File: src/rtl/lnbs_pkg.sv
// ----------------------------------------------------------------------------
// lnbs_pkg: shared types and constants of the LCD nibble bus sequencer
// Holds the request and result structures, the queued command record, the
// register indexes, the expander bit layout and the beat decode function.
// ----------------------------------------------------------------------------
package lnbs_pkg;

	// Request modes.
	localparam logic [1:0] MODE_CMD   = 2'd0;
	localparam logic [1:0] MODE_DATA  = 2'd1;
	localparam logic [1:0] MODE_POLL  = 2'd2;
	localparam logic [1:0] MODE_REPLY = 2'd3;

	// Configuration register indexes.
	localparam logic CFG_BACKLIGHT  = 1'b0;
	localparam logic CFG_POLL_LIMIT = 1'b1;

	// Expander byte layout: data nibble in bits 7..4, then backlight, enable,
	// read/write and register select.
	localparam logic [7:0] BIT_RS  = 8'h01;
	localparam logic [7:0] BIT_RW  = 8'h02;
	localparam logic [7:0] BIT_EN  = 8'h04;
	localparam logic [7:0] BIT_BL  = 8'h08;
	localparam logic [7:0] MASK_HI = 8'hF0;
	localparam logic [7:0] MASK_LO = 8'h0F;

	localparam logic [7:0] POLL_LIMIT_RESET = 8'd20;
	localparam logic [6:0] ROW_SPLIT        = 7'd40;
	localparam logic [7:0] ROW1_OFFSET      = 8'd64;
	localparam logic [7:0] POLL_COUNT_MAX   = 8'd255;

	typedef enum logic [1:0] {
		ST_READY   = 2'd0,
		ST_WAIT    = 2'd1,
		ST_TIMEOUT = 2'd2
	} wait_state_t;

	typedef struct packed {
		logic [1:0] mode;
		logic [7:0] value;
		logic       check_busy;
		logic [7:0] read_high;
		logic [7:0] read_low;
	} lnbs_in_t;

	typedef struct packed {
		logic       has_byte;
		logic [7:0] expander_byte;
		logic       read_point;
		logic       last;
		logic       busy_res;
		logic [6:0] address;
		logic       cursor_row;
		logic [7:0] cursor_col;
		logic [1:0] status;
	} lnbs_out_t;

	// Classified request as it waits in the queue: what to emit, plus the
	// state that every result of this request reports.
	typedef struct packed {
		logic [1:0] mode;
		logic [7:0] value;
		logic       backlight;
		logic       busy;
		logic [6:0] address;
		logic       row;
		logic [7:0] col;
		logic [1:0] status;
	} lnbs_cmd_t;

	// Result of one beat of a queued command.
	function automatic lnbs_out_t lnbs_beat(input lnbs_cmd_t c, input logic [2:0] beat);
		lnbs_out_t  r;
		logic [2:0] idx;
		logic [7:0] bl;
		logic [7:0] rs;
		logic [7:0] nib;
		logic [7:0] rd;
		r.busy_res      = c.busy;
		r.address       = c.address;
		r.cursor_row    = c.row;
		r.cursor_col    = c.col;
		r.status        = c.status;
		r.has_byte      = 1'b1;
		r.expander_byte = 8'h00;
		r.read_point    = 1'b0;
		r.last          = 1'b0;
		bl  = c.backlight ? BIT_BL : 8'h00;
		rs  = (c.mode == MODE_DATA) ? BIT_RS : 8'h00;
		idx = (c.mode == MODE_DATA) ? (beat - 3'd1) : beat;
		nib = idx[1] ? {c.value[3:0], 4'h0} : (c.value & MASK_HI);
		rd  = MASK_HI | bl | BIT_RW;
		case (c.mode)
			MODE_CMD, MODE_DATA: begin
				if (c.mode == MODE_DATA && beat == 3'd0) begin
					r.expander_byte = bl | rs;
				end else begin
					r.expander_byte = nib | bl | rs | (idx[0] ? 8'h00 : BIT_EN);
				end
				r.last = (idx == 3'd3);
			end
			MODE_POLL: begin
				r.expander_byte = rd | (beat[0] ? BIT_EN : 8'h00);
				r.read_point    = beat[0];
				r.last          = (beat == 3'd4);
			end
			default: begin
				r.has_byte = 1'b0;
				r.last     = 1'b1;
			end
		endcase
		return r;
	endfunction

endpackage

File: src/rtl/lnbs_front.sv
// ----------------------------------------------------------------------------
// lnbs_front: request intake and display state tracking
// Accepts requests, applies them to the wait state, poll count and cursor
// registers, and pushes a command record into the queue.
// ----------------------------------------------------------------------------
module lnbs_front import lnbs_pkg::*; (
	input  logic      clk,
	input  logic      arst_n,
	input  logic      cfg_write,
	input  logic      cfg_index,
	input  logic [7:0] cfg_data,
	input  logic      in_valid,
	input  lnbs_in_t  in_data,
	input  logic      queue_full,
	output logic      push,
	output lnbs_cmd_t push_cmd
);

	logic        backlight_q;
	logic [7:0]  poll_limit_q;
	wait_state_t wait_q;
	logic [7:0]  poll_count_q;
	logic [6:0]  address_q;
	logic        row_q;
	logic [7:0]  col_q;
	logic        busy_q;

	wait_state_t wait_n;
	logic [7:0]  poll_count_n;
	logic [6:0]  address_n;
	logic        row_n;
	logic [7:0]  col_n;
	logic        busy_n;
	logic [7:0]  status_byte;
	logic [7:0]  poll_inc;

	assign push        = in_valid && !queue_full;
	assign status_byte = (in_data.read_high & MASK_HI) | ((in_data.read_low >> 4) & MASK_LO);
	assign poll_inc    = (poll_count_q == POLL_COUNT_MAX) ? poll_count_q : poll_count_q + 8'd1;

	always_comb begin
		wait_n       = wait_q;
		poll_count_n = poll_count_q;
		address_n    = address_q;
		row_n        = row_q;
		col_n        = col_q;
		busy_n       = busy_q;
		case (in_data.mode)
			MODE_CMD, MODE_DATA: begin
				wait_n       = in_data.check_busy ? ST_WAIT : ST_READY;
				poll_count_n = 8'd0;
			end
			MODE_POLL: begin
			end
			default: begin
				if (status_byte[7]) begin
					busy_n = 1'b1;
					if (wait_q != ST_TIMEOUT) begin
						poll_count_n = poll_inc;
						wait_n       = (poll_inc >= poll_limit_q) ? ST_TIMEOUT : ST_WAIT;
					end
				end else begin
					busy_n       = 1'b0;
					address_n    = status_byte[6:0];
					row_n        = (status_byte[6:0] >= ROW_SPLIT);
					col_n        = row_n ? ({1'b0, status_byte[6:0]} - ROW1_OFFSET)
						: {1'b0, status_byte[6:0]};
					wait_n       = ST_READY;
					poll_count_n = 8'd0;
				end
			end
		endcase
	end

	always_comb begin
		push_cmd.mode      = in_data.mode;
		push_cmd.value     = in_data.value;
		push_cmd.backlight = backlight_q;
		push_cmd.busy      = busy_n;
		push_cmd.address   = address_n;
		push_cmd.row       = row_n;
		push_cmd.col       = col_n;
		push_cmd.status    = wait_n;
	end

	always_ff @(posedge clk or negedge arst_n) begin
		if (!arst_n) begin
			backlight_q  <= 1'b1;
			poll_limit_q <= POLL_LIMIT_RESET;
			wait_q       <= ST_READY;
			poll_count_q <= 8'd0;
			address_q    <= 7'd0;
			row_q        <= 1'b0;
			col_q        <= 8'd0;
			busy_q       <= 1'b0;
		end else begin
			if (cfg_write) begin
				case (cfg_index)
					CFG_BACKLIGHT:  backlight_q  <= cfg_data[0];
					CFG_POLL_LIMIT: poll_limit_q <= cfg_data;
					default: begin
					end
				endcase
			end
			if (push) begin
				wait_q       <= wait_n;
				poll_count_q <= poll_count_n;
				address_q    <= address_n;
				row_q        <= row_n;
				col_q        <= col_n;
				busy_q       <= busy_n;
			end
		end
	end

	// A timeout is only reached after at least one counted busy reply.
	assert property (@(posedge clk) disable iff (!arst_n)
		(wait_q == ST_TIMEOUT) |-> (poll_count_q != 8'd0))
		else $error("timeout with zero poll count");

endmodule

File: src/rtl/lnbs_queue.sv
// ----------------------------------------------------------------------------
// lnbs_queue: command queue between intake and sequencer
// A small register queue that lets the intake and the byte sequencer stall
// independently of each other.
// ----------------------------------------------------------------------------
module lnbs_queue import lnbs_pkg::*; #(
	parameter int DEPTH = 4
) (
	input  logic      clk,
	input  logic      arst_n,
	input  logic      push,
	input  lnbs_cmd_t push_cmd,
	input  logic      pop,
	output logic      full,
	output logic      empty,
	output lnbs_cmd_t head
);

	localparam int PTR_W = (DEPTH > 1) ? $clog2(DEPTH) : 1;
	localparam int CNT_W = $clog2(DEPTH + 1);

	lnbs_cmd_t         mem_q [DEPTH];
	logic [PTR_W-1:0]  wr_ptr_q;
	logic [PTR_W-1:0]  rd_ptr_q;
	logic [CNT_W-1:0]  count_q;

	assign full  = (count_q == CNT_W'(DEPTH));
	assign empty = (count_q == '0);
	assign head  = mem_q[rd_ptr_q];

	always_ff @(posedge clk) begin
		if (push) begin
			mem_q[wr_ptr_q] <= push_cmd;
		end
	end

	always_ff @(posedge clk or negedge arst_n) begin
		if (!arst_n) begin
			wr_ptr_q <= '0;
			rd_ptr_q <= '0;
			count_q  <= '0;
		end else begin
			if (push) begin
				wr_ptr_q <= (wr_ptr_q == PTR_W'(DEPTH - 1)) ? '0 : wr_ptr_q + 1'b1;
			end
			if (pop) begin
				rd_ptr_q <= (rd_ptr_q == PTR_W'(DEPTH - 1)) ? '0 : rd_ptr_q + 1'b1;
			end
			if (push && !pop) begin
				count_q <= count_q + 1'b1;
			end else if (pop && !push) begin
				count_q <= count_q - 1'b1;
			end
		end
	end

	assert property (@(posedge clk) disable iff (!arst_n)
		count_q <= CNT_W'(DEPTH))
		else $error("queue occupancy beyond depth");

endmodule

File: src/rtl/lnbs_back.sv
// ----------------------------------------------------------------------------
// lnbs_back: expander byte sequencer
// Steps through the beats of the command at the head of the queue, one
// result per cycle while out_stall is low, into the output register.
// ----------------------------------------------------------------------------
module lnbs_back import lnbs_pkg::*; (
	input  logic      clk,
	input  logic      arst_n,
	input  logic      head_valid,
	input  lnbs_cmd_t head,
	output logic      pop,
	input  logic      out_stall,
	output logic      out_valid,
	output lnbs_out_t out_data
);

	logic [2:0] beat_q;
	logic       out_valid_q;
	lnbs_out_t  out_q;
	lnbs_out_t  beat_res;
	logic       load;

	assign beat_res  = lnbs_beat(head, beat_q);
	assign load      = head_valid && (!out_valid_q || !out_stall);
	assign pop       = load && beat_res.last;
	assign out_valid = out_valid_q;
	assign out_data  = out_q;

	always_ff @(posedge clk) begin
		if (load) begin
			out_q <= beat_res;
		end
	end

	always_ff @(posedge clk or negedge arst_n) begin
		if (!arst_n) begin
			beat_q      <= 3'd0;
			out_valid_q <= 1'b0;
		end else begin
			if (pop) begin
				beat_q <= 3'd0;
			end else if (load) begin
				beat_q <= beat_q + 3'd1;
			end
			if (load) begin
				out_valid_q <= 1'b1;
			end else if (!out_stall) begin
				out_valid_q <= 1'b0;
			end
		end
	end

	// A beat in progress belongs to a command still held at the queue head.
	assert property (@(posedge clk) disable iff (!arst_n)
		(beat_q != 3'd0) |-> head_valid)
		else $error("beat count running with empty queue");

	// A result without a byte is only ever a status reply, which ends its request.
	assert property (@(posedge clk) disable iff (!arst_n)
		(out_valid_q && !out_q.has_byte) |-> out_q.last)
		else $error("byteless result not last");

	// Read points fall on strobes with the enable bit set.
	assert property (@(posedge clk) disable iff (!arst_n)
		(out_valid_q && out_q.read_point) |->
		(out_q.has_byte && ((out_q.expander_byte & BIT_EN) != 8'h00)))
		else $error("read point without enable strobe");

endmodule

File: src/rtl/lcd_nibble_bus_sequencer_unit.sv
// ----------------------------------------------------------------------------
// lcd_nibble_bus_sequencer_unit: character LCD 4-bit bus sequencer
// Turns display requests into expander bytes and tracks busy and cursor state.
// ----------------------------------------------------------------------------
// A request is a command write, a data write, a status poll or a status reply.
// The intake applies each request to the display state (wait status, poll
// count, address and cursor) as soon as it is accepted and places a command
// record in a queue of QUEUE_DEPTH entries; the sequencer then emits the
// request's results at one per cycle while out_stall is low, through a
// registered output. A command write gives four results, a data write and
// a poll five each, and a reply one, counted by the sequencer's beat
// counter. The intake takes a request in every cycle while the queue has
// room, and raises in_stall only when it is full. Every result
// of one request carries the state as it stands after that request, and the
// final result of each request is marked by last. Configuration writes apply
// at once; they are meant to be made while no request is in flight.
module lcd_nibble_bus_sequencer_unit import lnbs_pkg::*; #(
	parameter int QUEUE_DEPTH = 4
) (
	input  logic      clk,
	input  logic      arst_n,
	input  logic      cfg_write,
	input  logic      cfg_index,
	input  logic [7:0] cfg_data,
	input  logic      in_valid,
	output logic      in_stall,
	input  lnbs_in_t  in_data,
	output logic      out_valid,
	input  logic      out_stall,
	output lnbs_out_t out_data
);

	logic      push;
	lnbs_cmd_t push_cmd;
	logic      pop;
	logic      queue_full;
	logic      queue_empty;
	lnbs_cmd_t head;

	// The intake holds off only when the queue cannot take another record.
	assign in_stall = queue_full;

	lnbs_front u_front (
		.clk        (clk),
		.arst_n     (arst_n),
		.cfg_write  (cfg_write),
		.cfg_index  (cfg_index),
		.cfg_data   (cfg_data),
		.in_valid   (in_valid),
		.in_data    (in_data),
		.queue_full (queue_full),
		.push       (push),
		.push_cmd   (push_cmd)
	);

	lnbs_queue #(
		.DEPTH (QUEUE_DEPTH)
	) u_queue (
		.clk      (clk),
		.arst_n   (arst_n),
		.push     (push),
		.push_cmd (push_cmd),
		.pop      (pop),
		.full     (queue_full),
		.empty    (queue_empty),
		.head     (head)
	);

	lnbs_back u_back (
		.clk        (clk),
		.arst_n     (arst_n),
		.head_valid (!queue_empty),
		.head       (head),
		.pop        (pop),
		.out_stall  (out_stall),
		.out_valid  (out_valid),
		.out_data   (out_data)
	);

endmodule
File: config.mk
export PLATFORM = sky130hd
export DESIGN_NAME = lcd_nibble_bus_sequencer_unit
export DESIGN_NICKNAME = d
export VERILOG_FILES = /design/src/rtl/lnbs_pkg.sv /design/src/rtl/lnbs_front.sv /design/src/rtl/lnbs_queue.sv /design/src/rtl/lnbs_back.sv /design/src/rtl/lcd_nibble_bus_sequencer_unit.sv
export SDC_FILE = /design/constraint.sdc
export NUM_CORES = 1
export LEC_CHECK = 0
export BUFFER_PORTS_ARGS = -buffer_cell sky130_fd_sc_hd__clkbuf_2
export CAP_MARGIN = 20
export CORE_MARGIN = 2
export CORE_UTILIZATION = 66
export CTS_BUF_LIST = sky130_fd_sc_hd__clkbuf_2 sky130_fd_sc_hd__clkbuf_4 sky130_fd_sc_hd__clkbuf_8
export DETAILED_ROUTE_END_ITERATION = 12
export PLACE_DENSITY = 0.91
export SLEW_MARGIN = 20
export SYNTH_ARGS = -nofsm -noshare
export SYNTH_HDL_FRONTEND = slang
export SYNTH_SLANG_ARGS = --single-unit
export TNS_END_PERCENT = 10
File: constraint.sdc
create_clock -name clk -period 6 [get_ports clk]
set_clock_uncertainty 0.2 [all_clocks]
set_input_delay 0.6 -clock clk [delete_from_list [all_inputs] [get_ports clk]]
set_output_delay 0.6 -clock clk [all_outputs]
set_load 0.01 [all_outputs]
* After elaboration in Yosys (flattened, before gate mapping) *
Memories as Yosys holds them, arrays and structs flattened.
Index checks and enable logic that the tools add are counted.
Widths: inputs -> output; s select.

storage, ports and cells
  word-level logic and storage cells = 118
  RAM bits = 120
  output and inout bits = 32
  memories = 1
  register bits = 77

memories
  memory         depth  width  rd ports  clocked after memory_dff  wr ports  RTL line          RTL
  u_queue.mem_q  4      30     1         0                         1         lnbs_queue.sv:22  lnbs_cmd_t mem_q [DEPTH];

operators by class
  mux-type cells = 38
  add/subtract/negate cells = 8
  order comparisons = 2
  equality and inequality tests = 13
  bitwise logic cells = 8
  reduce and logical (&&, ||, !) cells = 26

operators with widths
  cell                 number
  $mux 8               8
  $or 8x8->8           5
  $pmux 8 s2           2
  $mux 3               7
  $mux 7               2
  $mux 1               11
  $mux 2               5
  $add 8x1->8 const B  1
  $eq 2x2->1 const B   4
  $eq 8x8->1 const B   1
  $ge 8x8->1           1
  $or 8x4->8           1
  $sub 7x7->8 const B  1
  $ge 7x6->1 const B   1
  $add 3x1->3 const B  2
  $eq 3x3->1 const B   2
  $logic_and 1x1->1    6
  $logic_not 1->1      6
  $logic_not 3->1      2
  $reduce_or 3->1      2
  $sub 3x1->3 const B  2
  $add 2x1->2 const B  2
  $eq 2x1->1 const B   2
  $logic_not 2->1      2
  13 further kinds     17

* Logic depth before layout (Yosys ltp) *
Gate-level depths: netlist of the first run.
An unclocked memory read counts as a cell.

  depth in word-level cells = 9
  depth in mapped cells = 14
  depth with buffers taken out = 13

* Modules after synthesis *
Synthesis of the first run repeated with hierarchy kept, for this count alone.

unflattened totals
  cells, all modules = 522
  area, all modules = 8343.0 µm²

modules (own cells, without submodules)
  module                         cells each  area an instance (µm²)  times used
  lnbs_queue                     194         4785.8                  1
  lnbs_front                     249         2248.4                  1
  lnbs_back                      78          1305.0                  1
  lcd_nibble_bus_sequencer_unit  1           3.8                     1

* Worst setup path after synthesis of the first run *
OpenSTA, ideal clock, no wires.

  kind = reg-to-reg
  from = register u_queue.rd_ptr_q[0]
  to = register u_queue.count_q[2]
  data arrival time = 2764 ps
  setup slack = 2957 ps
  stages on the path, launching flop included = 13
  required time = 5721 ps
  setup time = 79 ps
  cells stage by stage = dfrtp_1 -> buf_6 -> mux4_2 -> and4_4 -> o32ai_4 -> nor2_2 -> inv_1 -> ha_1 -> inv_1 -> fa_1 -> xor2_1 -> nor2_1 -> xor2_1

on the way
  longest elaborated chain between the ends = 9
  elaborated cells on any way between the ends = 14
  classes of those cells = eq/ne (3); mux (3); reduce/logical (7); memory (1)

ends and longest elaborated chain
  item                                         RTL line                        RTL
  start: declaration                           lnbs_queue.sv:24                logic [PTR_W-1:0] rd_ptr_q;
  start signal: assignment                     lnbs_queue.sv:47                rd_ptr_q <= (rd_ptr_q == PTR_W'(DEPTH - 1)) ? '0 : rd_ptr_q + 1'b1;
  $mem_v2 4x30 *                               -
  $eq 2x1->1                                   lnbs_pkg.sv:90, lnbs_pkg.sv:93
  $mux 3                                       lnbs_pkg.sv:90                  idx = (c.mode == MODE_DATA) ? (beat - 3'd1) : beat;
  $eq 3x2->1                                   lnbs_pkg.sv:100                 r.last = (idx == 3'd3);
  $pmux 1 s2 *                                 lnbs_pkg.sv:93                  case (c.mode)
  $logic_and 1x1->1 *                          lnbs_back.sv:25                 assign pop = load && beat_res.last;
  $logic_not 1->1                              lnbs_queue.sv:49                if (push && !pop) begin
  $logic_and 1x1->1                            lnbs_queue.sv:49
  $mux 3 or $reduce_bool 2->1 (tied branches)  -
  end signal: assignment                       lnbs_queue.sv:50                count_q <= count_q + 1'b1;
  end signal: assignment                       lnbs_queue.sv:52                count_q <= count_q - 1'b1;
  end: declaration                             lnbs_queue.sv:25                logic [CNT_W-1:0] count_q;

Mark *: on every way between the ends. The rest lies on a longest branch, timed or not.
A chain may end at the register's enable or synchronous reset.

* Worst setup path in the final report of the first run *
  from = register u_queue.rd_ptr_q[1]
  to = register u_queue.count_q[2]

The elaborated chain is that of the path after synthesis.

==> results.py, run 1 <==
metrics = {
    "timing": {
        "drv_slew": 0,
        "fmax_mhz": 284.5,
        "period_share_pct": 58.59,
        "worst_slew_pin_slew_ps": 1054,
        "fin_crit_ps": 3515,
        "tns_ps": 0,
        "slew_headroom_pct": 29.64,
        "whs_ps": 12.70,
        "grt_setup_unrepaired": "false",
        "setup_violations": 0,
        "fin_ws_ps": 2485,
        "hold_viol": 0,
    },
    "routing": {
        "drc": 0,
        "vias": 4824,
        "dr.first_iter.drc_count": 411,
        "wl_per_cell_um": 20.43,
        "ant_nets": 0,
        "wl_um": 15890,
        "drtPass1Iterations": 5,
        "viasPerCell": 6.201,
    },
    "critical_path": {
        "r2r_start": "u_queue.rd_ptr_q[1]",
        "critPathArrivalTime_ps": 3670,
        "startpoint_type": "flip-flop",
        "required_ps": 6160,
        "crit_fanout": 13,
        "r2r_cells": 11,
        "slowest_stage": "dfrtp_1",
        "cp_top_family": "flip-flops",
        "worst-setup-path-type": "flip-flop to flip-flop",
        "reg2reg_slack_ps": 2480,
        "crit_chain": "mux4_2, and4_4, o32ai_4, nor2_2, inv_1, ha_1, inv_1, fa_1, xor2_1, nor2_1, xor2_1",
        "crit_buf_inv": 2,
        "max_stage_delay_ps": 730,
        "r2r_end": "u_queue.count_q[2]",
        "critPathCaptureType": "flip-flop",
    },
    "synth": {
        "synth_area_leaders": "edfxtp_1 (55%), dfrtp_1 (13%), mux4_2 (6.3%), nand2_1 (3.1%), ha_1 (2.9%)",
        "yosysTopAreaCellShare_pct": 55.02,
        "synth-seq-cells": 197,
        "synth_most_common_cell": "edfxtp_1",
        "synth_edf_count": 150,
        "synthCells": 526,
        "yosysTopAreaCell": "edfxtp_1",
        "synthTopCellsByCount": "edfxtp_1 (150), nand2_1 (67), dfrtp_1 (44)",
        "synth.distinct_cells": 51,
        "synth-main-ff-cell": "edfxtp_1",
        "syn_area_per_cell_um2": 15.56,
        "ys_seq_area_share_pct": 69.43,
        "syn-num-nets": 587,
        "syn-cell-area_um2": 8187,
        "yosysWarnings": 0,
        "async_reset_ff_share_pct": 23.86,
    },
    "power_and_ir_drop": {
        "ir_worst_vdd_uv": 232.7,
        "p_leak_uw": 0.003520,
        "power.density_nw_per_um2": 481.4,
    },
    "global_route": {
        "antenna_found_initial": 0,
        "grt_pass1_vias": 4970,
        "grt_max_degree": 48,
        "grt_overflow": 0,
        "grt_use_total_pct": 25.51,
        "grt_pass1_wl_um": 24980,
    },
    "job": {
        "cap_violations": 0,
    },
    "die": {
        "fp-row-count": 40,
        "dieHeight_um": 115.4,
        "die_w_um": 115.4,
        "core_area_um2": 12060,
        "io-pin-count": 73,
        "start_util_pct": 67.87,
        "die_area_um2": 13310,
    },
    "placement": {
        "gp_congestion": 0.8840,
        "dp_hpwl_um": 10340,
        "place_area_um2": 8683,
        "dp_slack_ps": 2536,
        "port_buffers": 64,
    },
    "finish": {
        "diodes": 0,
        "area_growth_pct": 10.52,
        "nets": 658,
        "final_area_um2": 9047,
        "layout-drive-gt1-share_pct": 25.74,
    },
    "clocking": {
        "clkTransAtPathRegs_ps": 100,
        "htree_levels": 4,
        "cts_tree": "done",
        "cts_setup_buffers": 0,
        "cts_resized": 0,
        "cts_buffers": 17,
        "clockBufferDepth": 2,
        "cts_root_buf": "clkbuf_8",
        "cts.sinks": 197,
        "clk_latency_ps": 470,
        "cts_hold_buf": 0,
    },
    "run_status": {
        "status": "completed",
    },
    "hold_path": {
        "min_path_type": "input pin to asynchronous set/reset pin",
    },
}
[sequential cells by signal, indices dropped and copies added (netlist names), 3 cells and up]
signal	cells
u_front.address_q	7
u_front.col_q	8
u_front.poll_limit_q	8
u_queue.count_q	3
u_queue.mem_q	120
u_front.poll_count_q	8
u_back.beat_q	3
u_back.out_data	30
[routing by layer]
layer,track usage (%),vias to the layer above,part of all wire [%]
met5,0,-,0
met4,12.05,0,2.6
met3,4.428,40,6.8
met2,44.21,257,54
met1,31.47,2395,37
li1,-,2132,-
[how the worst max path moves through the flow]
| stage | end | cells past startpoint | start | slack (ps) |
|---|---|---|---|---|
| after floorplan | u_queue.count_q[2] | 12 | u_queue.rd_ptr_q[0] | 2960 |
| after global placement | u_queue.count_q[1] | 7 | u_queue.count_q[0] | 2680 |
| after detailed placement | u_queue.count_q[1] | 7 | u_queue.count_q[1] | 2540 |
| after CTS | u_queue.count_q[2] | 11 | u_queue.rd_ptr_q[1] | 2500 |
| after global routing | u_queue.count_q[1] | 7 | u_queue.count_q[1] | 2280 |
| final | u_queue.count_q[2] | 11 | u_queue.rd_ptr_q[1] | 2480 |
[layout by cell type (no fill, tap or decap), types with 5 or more instances in the layout]
cell and count:
nand2b_1 5, mux2_2 18, nand3_1 6, edfxtp_1 150
inv_1 19, nor2_1 30, mux4_1 5, ha_1 19
a21o_1 9, clkbuf_2 64, dfrtp_1 43, a21oi_1 11
clkbuf_8 17, clkinv_4 5, mux4_2 23, nand2_1 67
a31oi_1 19, o21ai_0 16
[stage by stage]
stage | utilization, % | total power, uW | std cells
after CTS | 75.01 | 4353 | 778
after global routing | 75.01 | 4543 | 778
after floorplan | - | 3106 | 526
after detailed placement | 71.99 | 3564 | 746
after global placement | 71.99 | 3415 | 746
final | 75.01 | 4355 | 778
[cell type report]
type,instances,area [um2]
inverter,21,78.83
timing repair buffer,68,350.3
sequential,197,5685
tap,168,210.2
clock buffer,20,256.5
fill,682,3014
clock inverter,12,107.6
multi-input combinational,292,2359
[kinds of logic (layout without fill, tap and decap cells)]
logic type,count (synthesis),after routing,synth area share (%)
DFF,197,197,69.43
and+or+nand+nor,139,139,7.795
xor gates and xnor gates,8,8,0.8558
muxes,49,49,10.84
adders and majority gates,20,20,3.148
AOI/OAI and AO/OA,76,76,6.114
buffers and inverters,37,121,1.819
[worst register-to-register path, cell delays in order (launching register included)]
cell     delay (ps)
dfrtp_1         730
mux4_2          570
and4_4          270
o32ai_4         370
nor2_2          110
inv_1            80
ha_1            190
inv_1            80
fa_1            400
xor2_1          200
nor2_1           80
xor2_1          140
[where the power goes]
part | leakage, uW | switching, uW | internal [uW] | total [uW]
Clock | 0.000186 | 445 | 342 | 786
Sequential | 0.00195 | 184 | 1990 | 2170
Combinational | 0.00139 | 825 | 573 | 1400
Total | 0.00352 | 1450 | 2900 | 4360
Note: power is estimated with default switching activity, not from simulation.
==> run 2, diff against run 1 <==
--- a/config.mk
+++ b/config.mk
@@ -8,10 +8,10 @@
 export BUFFER_PORTS_ARGS = -buffer_cell sky130_fd_sc_hd__clkbuf_2
 export CAP_MARGIN = 20
 export CORE_MARGIN = 2
-export CORE_UTILIZATION = 66
+export CORE_UTILIZATION = 61
 export CTS_BUF_LIST = sky130_fd_sc_hd__clkbuf_2 sky130_fd_sc_hd__clkbuf_4 sky130_fd_sc_hd__clkbuf_8
 export DETAILED_ROUTE_END_ITERATION = 12
-export PLACE_DENSITY = 0.91
+export PLACE_DENSITY = 0.85
 export SLEW_MARGIN = 20
 export SYNTH_ARGS = -nofsm -noshare
 export SYNTH_HDL_FRONTEND = slang
==> constraint.sdc (replaced) <==
create_clock -name clk -period 3.42 [get_ports clk]
set_clock_uncertainty 0.2 [all_clocks]
set_input_delay 0.342 -clock clk [delete_from_list [all_inputs] [get_ports clk]]
set_output_delay 0.342 -clock clk [all_outputs]
set_load 0.01 [all_outputs]
==> run 2 against run 1 <==
Net effect:
- combinational power rose by 82%
- setup slack lost 2300 ps
- cell count rose by 4.6%
- clock power rose by 120%
- die area increased by 7.9%
- sequential share of layout area fell by 2.5 points
- maximum frequency up 8.9%
- critical endpoint is now u_queue.count_q[1]
- via count grew 3.3%
- critical path depth is the same
- non-clock buffer count rose by 28
- sequential cell count stayed put
==> results.py, run 2 (synthesis gave the netlist of run 1 again) <==
metrics = {
    "finish": {
        "mostFrequentLayoutCells": "edfxtp_1 (150), nand2_1 (67), clkbuf_2 (64), dfrtp_1 (42), nor2_1 (30)",
        "largest_reg_flops": 120,
        "layout-drive-gt1-share_pct": 26.02,
        "multiInputGateArea_um2": 2364,
        "nFillCells": 766,
        "ff_latch_area_um2": 5687,
        "area_growth_pct": 15.16,
        "regMostFlops": "u_queue.mem_q",
        "nets": 686,
        "diodes": 0,
        "final_common_cell": "edfxtp_1",
    },
    "die": {
        "core_area_um2": 13190,
        "start_util_pct": 62.07,
        "io-pin-count": 73,
        "dieHeight_um": 119.8,
        "fp-row-count": 42,
        "die_w_um": 119.8,
        "die_area_um2": 14360,
    },
    "critical_path": {
        "r2r_start": "u_back.beat_q[1]",
        "critPathArrivalTime_ps": 3380,
        "crit_fanout": 7,
        "startpoint_type": "flip-flop",
        "r2r_end": "u_queue.count_q[1]",
        "reg2reg_slack_ps": 190,
        "cp-startpoint": "u_back.beat_q[1]",
        "required_ps": 3580,
        "critPathCaptureType": "flip-flop",
        "r2r_cells": 11,
        "worst-setup-path-type": "flip-flop to flip-flop",
    },
    "routing": {
        "ant_nets": 0,
        "viasPerCell": 6.124,
        "drtPass1Iterations": 5,
        "dr.first_iter.drc_count": 713,
        "vias": 4985,
        "drc": 0,
        "wl_um": 17260,
        "wl_per_cell_um": 21.21,
    },
    "timing": {
        "setup_violations": 0,
        "fin_ws_ps": 191.6,
        "slew_headroom_pct": 35.74,
        "worst_slew_pin_slew_ps": 956.5,
        "fin_crit_ps": 3228,
        "hold_viol": 0,
        "tns_ps": 0,
        "period_share_pct": 94.40,
        "drv_slew": 0,
        "fmax_mhz": 309.7,
        "grt_setup_unrepaired": "false",
    },
    "clocking": {
        "htree_levels": 4,
        "clk_latency_ps": 460,
        "cts_setup_buffers": 0,
        "cts_root_buf": "clkbuf_8",
        "clockBufferDepth": 2,
        "cts_tree": "done",
        "clkTransAtPathRegs_ps": 100,
        "cts.sinks": 197,
        "cts_buffers": 17,
    },
    "global_route": {
        "grt_pass1_wl_um": 27030,
        "grt_max_degree": 35,
        "grt_use_total_pct": 25.35,
        "grt_overflow": 0,
        "grt_pass1_vias": 5146,
        "antenna_found_initial": 0,
    },
    "run_status": {
        "status": "completed",
    },
    "placement": {
        "dp_slack_ps": 191.4,
        "port_buffers": 64,
        "gp_congestion": 0.8798,
        "dp_hpwl_um": 10300,
    },
    "power_and_ir_drop": {
        "ir_worst_vdd_uv": 311.9,
        "p_leak_uw": 0.003682,
        "power.total_uw": 8068,
        "power.density_nw_per_um2": 855.8,
    },
    "hold_path": {
        "min_to": "u_front.col_q[1]",
        "hold_depth": 3,
        "min_path_type": "input pin to flip-flop",
        "min_from": "in_data[5]",
    },
    "job": {
        "cap_violations": 0,
    },
}
run 2: cell types whose count changed in the layout (fill, tap and decap cells not counted), moves of 2 or more:
cell	before	now
bufinv_16	1	5
clkbuf_4	3	0
and2_2	4	0
clkinvlp_4	1	3
buf_4	4	13
and2_1	4	8
clkinv_2	2	0
clkinv_4	5	2
dlygate4sd3_1	0	19
run 2: what timing repair did:
item / CTS / global route
setup endpoints to repair: 0 / 9
resized for setup: 0 / 3
hold buffers: 19 / 0
hold endpoints to repair: 68 / 0
run 2: worst max-delay path by stage:
| stage | endpoint | slack [ps] | cells after the start |
|---|---|---|---|
| after floorplan | u_queue.count_q[2] | 380 | 12 |
| after global placement | u_queue.mem_q[0][0] | 320 | 10 |
| after detailed placement | u_queue.count_q[2] | 190 | 13 |
| after CTS | u_queue.count_q[2] | 120 | 13 |
| after global routing | u_queue.mem_q[1][0] | 60 | 10 |
| final | u_queue.count_q[1] | 190 | 11 |
run 2: routing by layer:
metal	share of wire [%]	track usage, %	vias up
li1	-	-	2184
met1	36	30.84	2447
met2	52	43.18	293
met3	7.7	5.941	61
met4	3.7	12.06	0
met5	0	0	-
run 2: through the flow:
step	cell area (um2)	hold slack [ps]	util (%)	cells
2_1_floorplan	8187	-153.6	-	526
3_3_place_gp	8756	235.1	66.38	763
3_5_place_dp	8756	252.3	66.38	763
4_1_cts	9417	2.865	71.39	814
5_1_grt	9428	33.23	71.48	814
6_report	9428	28.48	71.48	814
run 2: cell type report:
| class | instances | area share, % |
|---|---|---|
| Tap cell | 176 | 2.336 |
| Sequential cell | 197 | 60.32 |
| Timing Repair Buffer | 96 | 6.450 |
| Inverter | 21 | 0.8361 |
| Multi-Input combinational cell | 292 | 25.07 |
| Clock buffer | 18 | 2.628 |
| Clock inverter | 14 | 2.362 |
run 2: worst max-delay path: stages (launching register included):
cell and delay (ps):
dfrtp_2 480, inv_1 230, ha_1 350, inv_1 190, and4_4 260, o32ai_4 100
nor2_2 250, inv_1 90, ha_1 220, inv_1 70, fa_1 400, mux2_2 260
run 2: where the power goes:
group / switching (uW) / internal, uW / total, uW
sequential: 328 / 3480 / 3810
clock: 810 / 898 / 1710
combinational: 1490 / 1060 / 2550
total: 2630 / 5440 / 8070
==> run 3, diff against run 2 <==
--- a/config.mk
+++ b/config.mk
@@ -8,10 +8,10 @@
 export BUFFER_PORTS_ARGS = -buffer_cell sky130_fd_sc_hd__clkbuf_2
 export CAP_MARGIN = 20
 export CORE_MARGIN = 2
-export CORE_UTILIZATION = 61
+export CORE_UTILIZATION = 66
 export CTS_BUF_LIST = sky130_fd_sc_hd__clkbuf_2 sky130_fd_sc_hd__clkbuf_4 sky130_fd_sc_hd__clkbuf_8
 export DETAILED_ROUTE_END_ITERATION = 12
-export PLACE_DENSITY = 0.85
+export PLACE_DENSITY = 0.91
 export SLEW_MARGIN = 20
 export SYNTH_ARGS = -nofsm -noshare
 export SYNTH_HDL_FRONTEND = slang
==> constraint.sdc (replaced) <==
create_clock -name clk -period 3.85 [get_ports clk]
set_clock_uncertainty 0.2 [all_clocks]
set_input_delay 0.385 -clock clk [delete_from_list [all_inputs] [get_ports clk]]
set_output_delay 0.385 -clock clk [all_outputs]
set_load 0.01 [all_outputs]
==> run 3 against run 2 <==
Net effect:
- via count is 1.5% lower
- final area is 1.1% lower
- core utilization is 5.8 points higher
- global-route usage is 1.4 points higher
- critical endpoint is now u_queue.count_q[2]
- largest cell class unchanged
- critical path depth stayed put
- setup slack better by 74 ps
- die area is 7.3% lower
- highest routed layer unchanged
- total power is 14% lower
- sequential power is 12% lower
- count of clock-buffer cells in the layout is 1 lower
- sequential cell count stayed put
- non-clock buffer count is 3 lower
- critical path type unchanged
==> results.py, run 3 (synthesis gave the netlist of run 1 again) <==
metrics = {
    "run_status": {
        "status": "completed",
    },
    "power_and_ir_drop": {
        "power.density_nw_per_um2": 742.9,
        "p_switching_uw": 2265,
        "p_leak_uw": 0.003641,
        "ir_worst_vdd_uv": 352.5,
        "combinationalPowerShare_pct": 31.9,
        "power_frac_seq_pct": 48.6,
        "power_frac_clock_pct": 19.5,
        "p_int_uw": 4661,
        "netSwitchingFraction_pct": 32.70,
    },
    "finish": {
        "area_growth_pct": 13.88,
        "nets": 683,
        "largest_reg_flops": 120,
        "layout-drive-gt1-share_pct": 25.20,
        "diodes": 0,
        "final_area_um2": 9323,
        "regMostFlops": "u_queue.mem_q",
        "mostFrequentLayoutCells": "edfxtp_1 (150), nand2_1 (67), clkbuf_2 (64), dfrtp_1 (43), nor2_1 (30)",
        "final_common_cell": "edfxtp_1",
        "nFillCells": 647,
        "postLayoutCoreUtil_pct": 77.29,
    },
    "clocking": {
        "clockBufferDepth": 2,
        "cts.sinks": 197,
        "cts_tree": "done",
        "cts_root_buf": "clkbuf_8",
        "clkTransAtPathRegs_ps": 100,
        "htree_levels": 4,
        "clk_latency_ps": 470,
        "cts_buffers": 17,
    },
    "die": {
        "start_util_pct": 67.87,
        "fp-row-count": 40,
        "core_area_um2": 12060,
        "die_area_um2": 13310,
        "io-pin-count": 73,
        "die_w_um": 115.4,
        "dieHeight_um": 115.4,
    },
    "global_route": {
        "grt_pass1_wl_um": 25950,
        "grt_use_total_pct": 26.75,
        "grt_pass1_vias": 4984,
        "grt_overflow": 0,
        "grt_max_degree": 48,
        "antenna_found_initial": 0,
    },
    "hold_path": {
        "min_from": "in_data[4]",
        "min_path_type": "input pin to flip-flop",
        "hold_depth": 3,
        "min_to": "u_front.address_q[0]",
    },
    "timing": {
        "worst_slew_pin_slew_ps": 887.3,
        "setup_violations": 0,
        "slew_headroom_pct": 40.39,
        "fmax_mhz": 279.0,
        "drv_slew": 0,
        "tns_ps": 0,
        "period_share_pct": 93.11,
        "grt_setup_unrepaired": "false",
        "hold_viol": 0,
        "fin_crit_ps": 3585,
    },
    "routing": {
        "ant_nets": 0,
        "wl_per_cell_um": 20.18,
        "viasPerCell": 6.112,
        "dr.first_iter.drc_count": 406,
        "drtPass1Iterations": 5,
        "wl_um": 16200,
        "drc": 0,
        "vias": 4908,
    },
    "placement": {
        "gp_congestion": 0.8587,
        "place_area_um2": 8731,
        "dp_hpwl_um": 10280,
        "port_buffers": 64,
    },
    "critical_path": {
        "crit_chain": "mux4_2, and4_4, o32ai_4, nor2_2, inv_1, ha_1, inv_1, fa_1, xor2_1, nor2_1, xor2_1",
        "required_ps": 4040,
        "r2r_end": "u_queue.count_q[2]",
        "worst-setup-path-type": "flip-flop to flip-flop",
        "critPathCaptureType": "flip-flop",
        "r2r_start": "u_queue.rd_ptr_q[0]",
        "r2r_cells": 11,
        "critPathArrivalTime_ps": 3780,
        "crit_fanout": 11,
        "max_stage_delay_ps": 700,
        "reg2reg_slack_ps": 270,
        "slowest_stage": "mux4_2",
        "startpoint_type": "flip-flop",
    },
    "job": {
        "cap_violations": 0,
    },
}
==> run 3: power groups by stage <==
stage                     logic, uW  registers [uW]  clock network [uW]
after floorplan                1450            3390                   0
after global placement         2010            3350                   0
after detailed placement       2150            3400                   0
after CTS                      2190            3360                1360
after global routing           2400            3420                1440
final                          2210            3370                1350
==> run 3: metal layers <==
metal  wire length (um)  share of wire (%)  track usage [%]  up-vias
met5                  0                  0                0        -
met4                501                3.1            13.33        0
met3               1057                6.5            5.430       48
met2               8554                 53            44.17      258
met1               6091                 38            34.25     2430
li1                   -                  -                -     2172
==> run 3: critical path: cells and delay by family, from the launching register on <==
family	cells	cell delay, ps
xor+xnor	2	320
buf+inv	2	180
simple gates	3	510
mux	1	700
compound gates	1	380
flops	1	610
fa+ha+maj	2	600
==> run 3: how the worst max path moves through the flow <==
stage	from	end	slack, ps	cells past startpoint
6_report	u_queue.rd_ptr_q[0]	u_queue.count_q[2]	270	11
5_1_grt	u_queue.rd_ptr_q[0]	u_queue.count_q[2]	130	11
4_1_cts	u_queue.rd_ptr_q[0]	u_queue.count_q[2]	240	11
3_5_place_dp	u_queue.rd_ptr_q[0]	u_queue.count_q[2]	320	11
3_3_place_gp	u_queue.rd_ptr_q[0]	u_queue.count_q[2]	530	11
2_1_floorplan	u_queue.rd_ptr_q[0]	u_queue.count_q[2]	810	12
==> run 3: per-stage QoR <==
stage | total power, uW | hold WS, ps | setup slack [ps] | instances
final | 6926 | 53.72 | 265.4 | 803
after global routing | 7258 | 61.30 | 128.9 | 803
after global placement | 5358 | 258.6 | 533.2 | 753
after floorplan | 4841 | -110.6 | 806.9 | 526
after CTS | 6905 | 42.43 | 240.1 | 803
after detailed placement | 5551 | 263.8 | 316.6 | 753
==> run 3: area by class of cell <==
cell class | instances | area (um2) | share of cell area, %
clock inverters | 15 | 177.7 | 1.906
clock buffers | 17 | 234.0 | 2.510
repair buffers | 93 | 583.1 | 6.254
multi-input cells | 292 | 2354 | 25.24
flip-flops and latches | 197 | 5685 | 60.99
well taps | 168 | 210.2 | 2.255
inverters | 21 | 78.83 | 0.8455
==> run 3: timing repair <==
action	in CTS	in global routing
buffers inserted	0	0
endpoints found under the hold margin	86	0
resized for setup	0	0
hold buffers	18	0
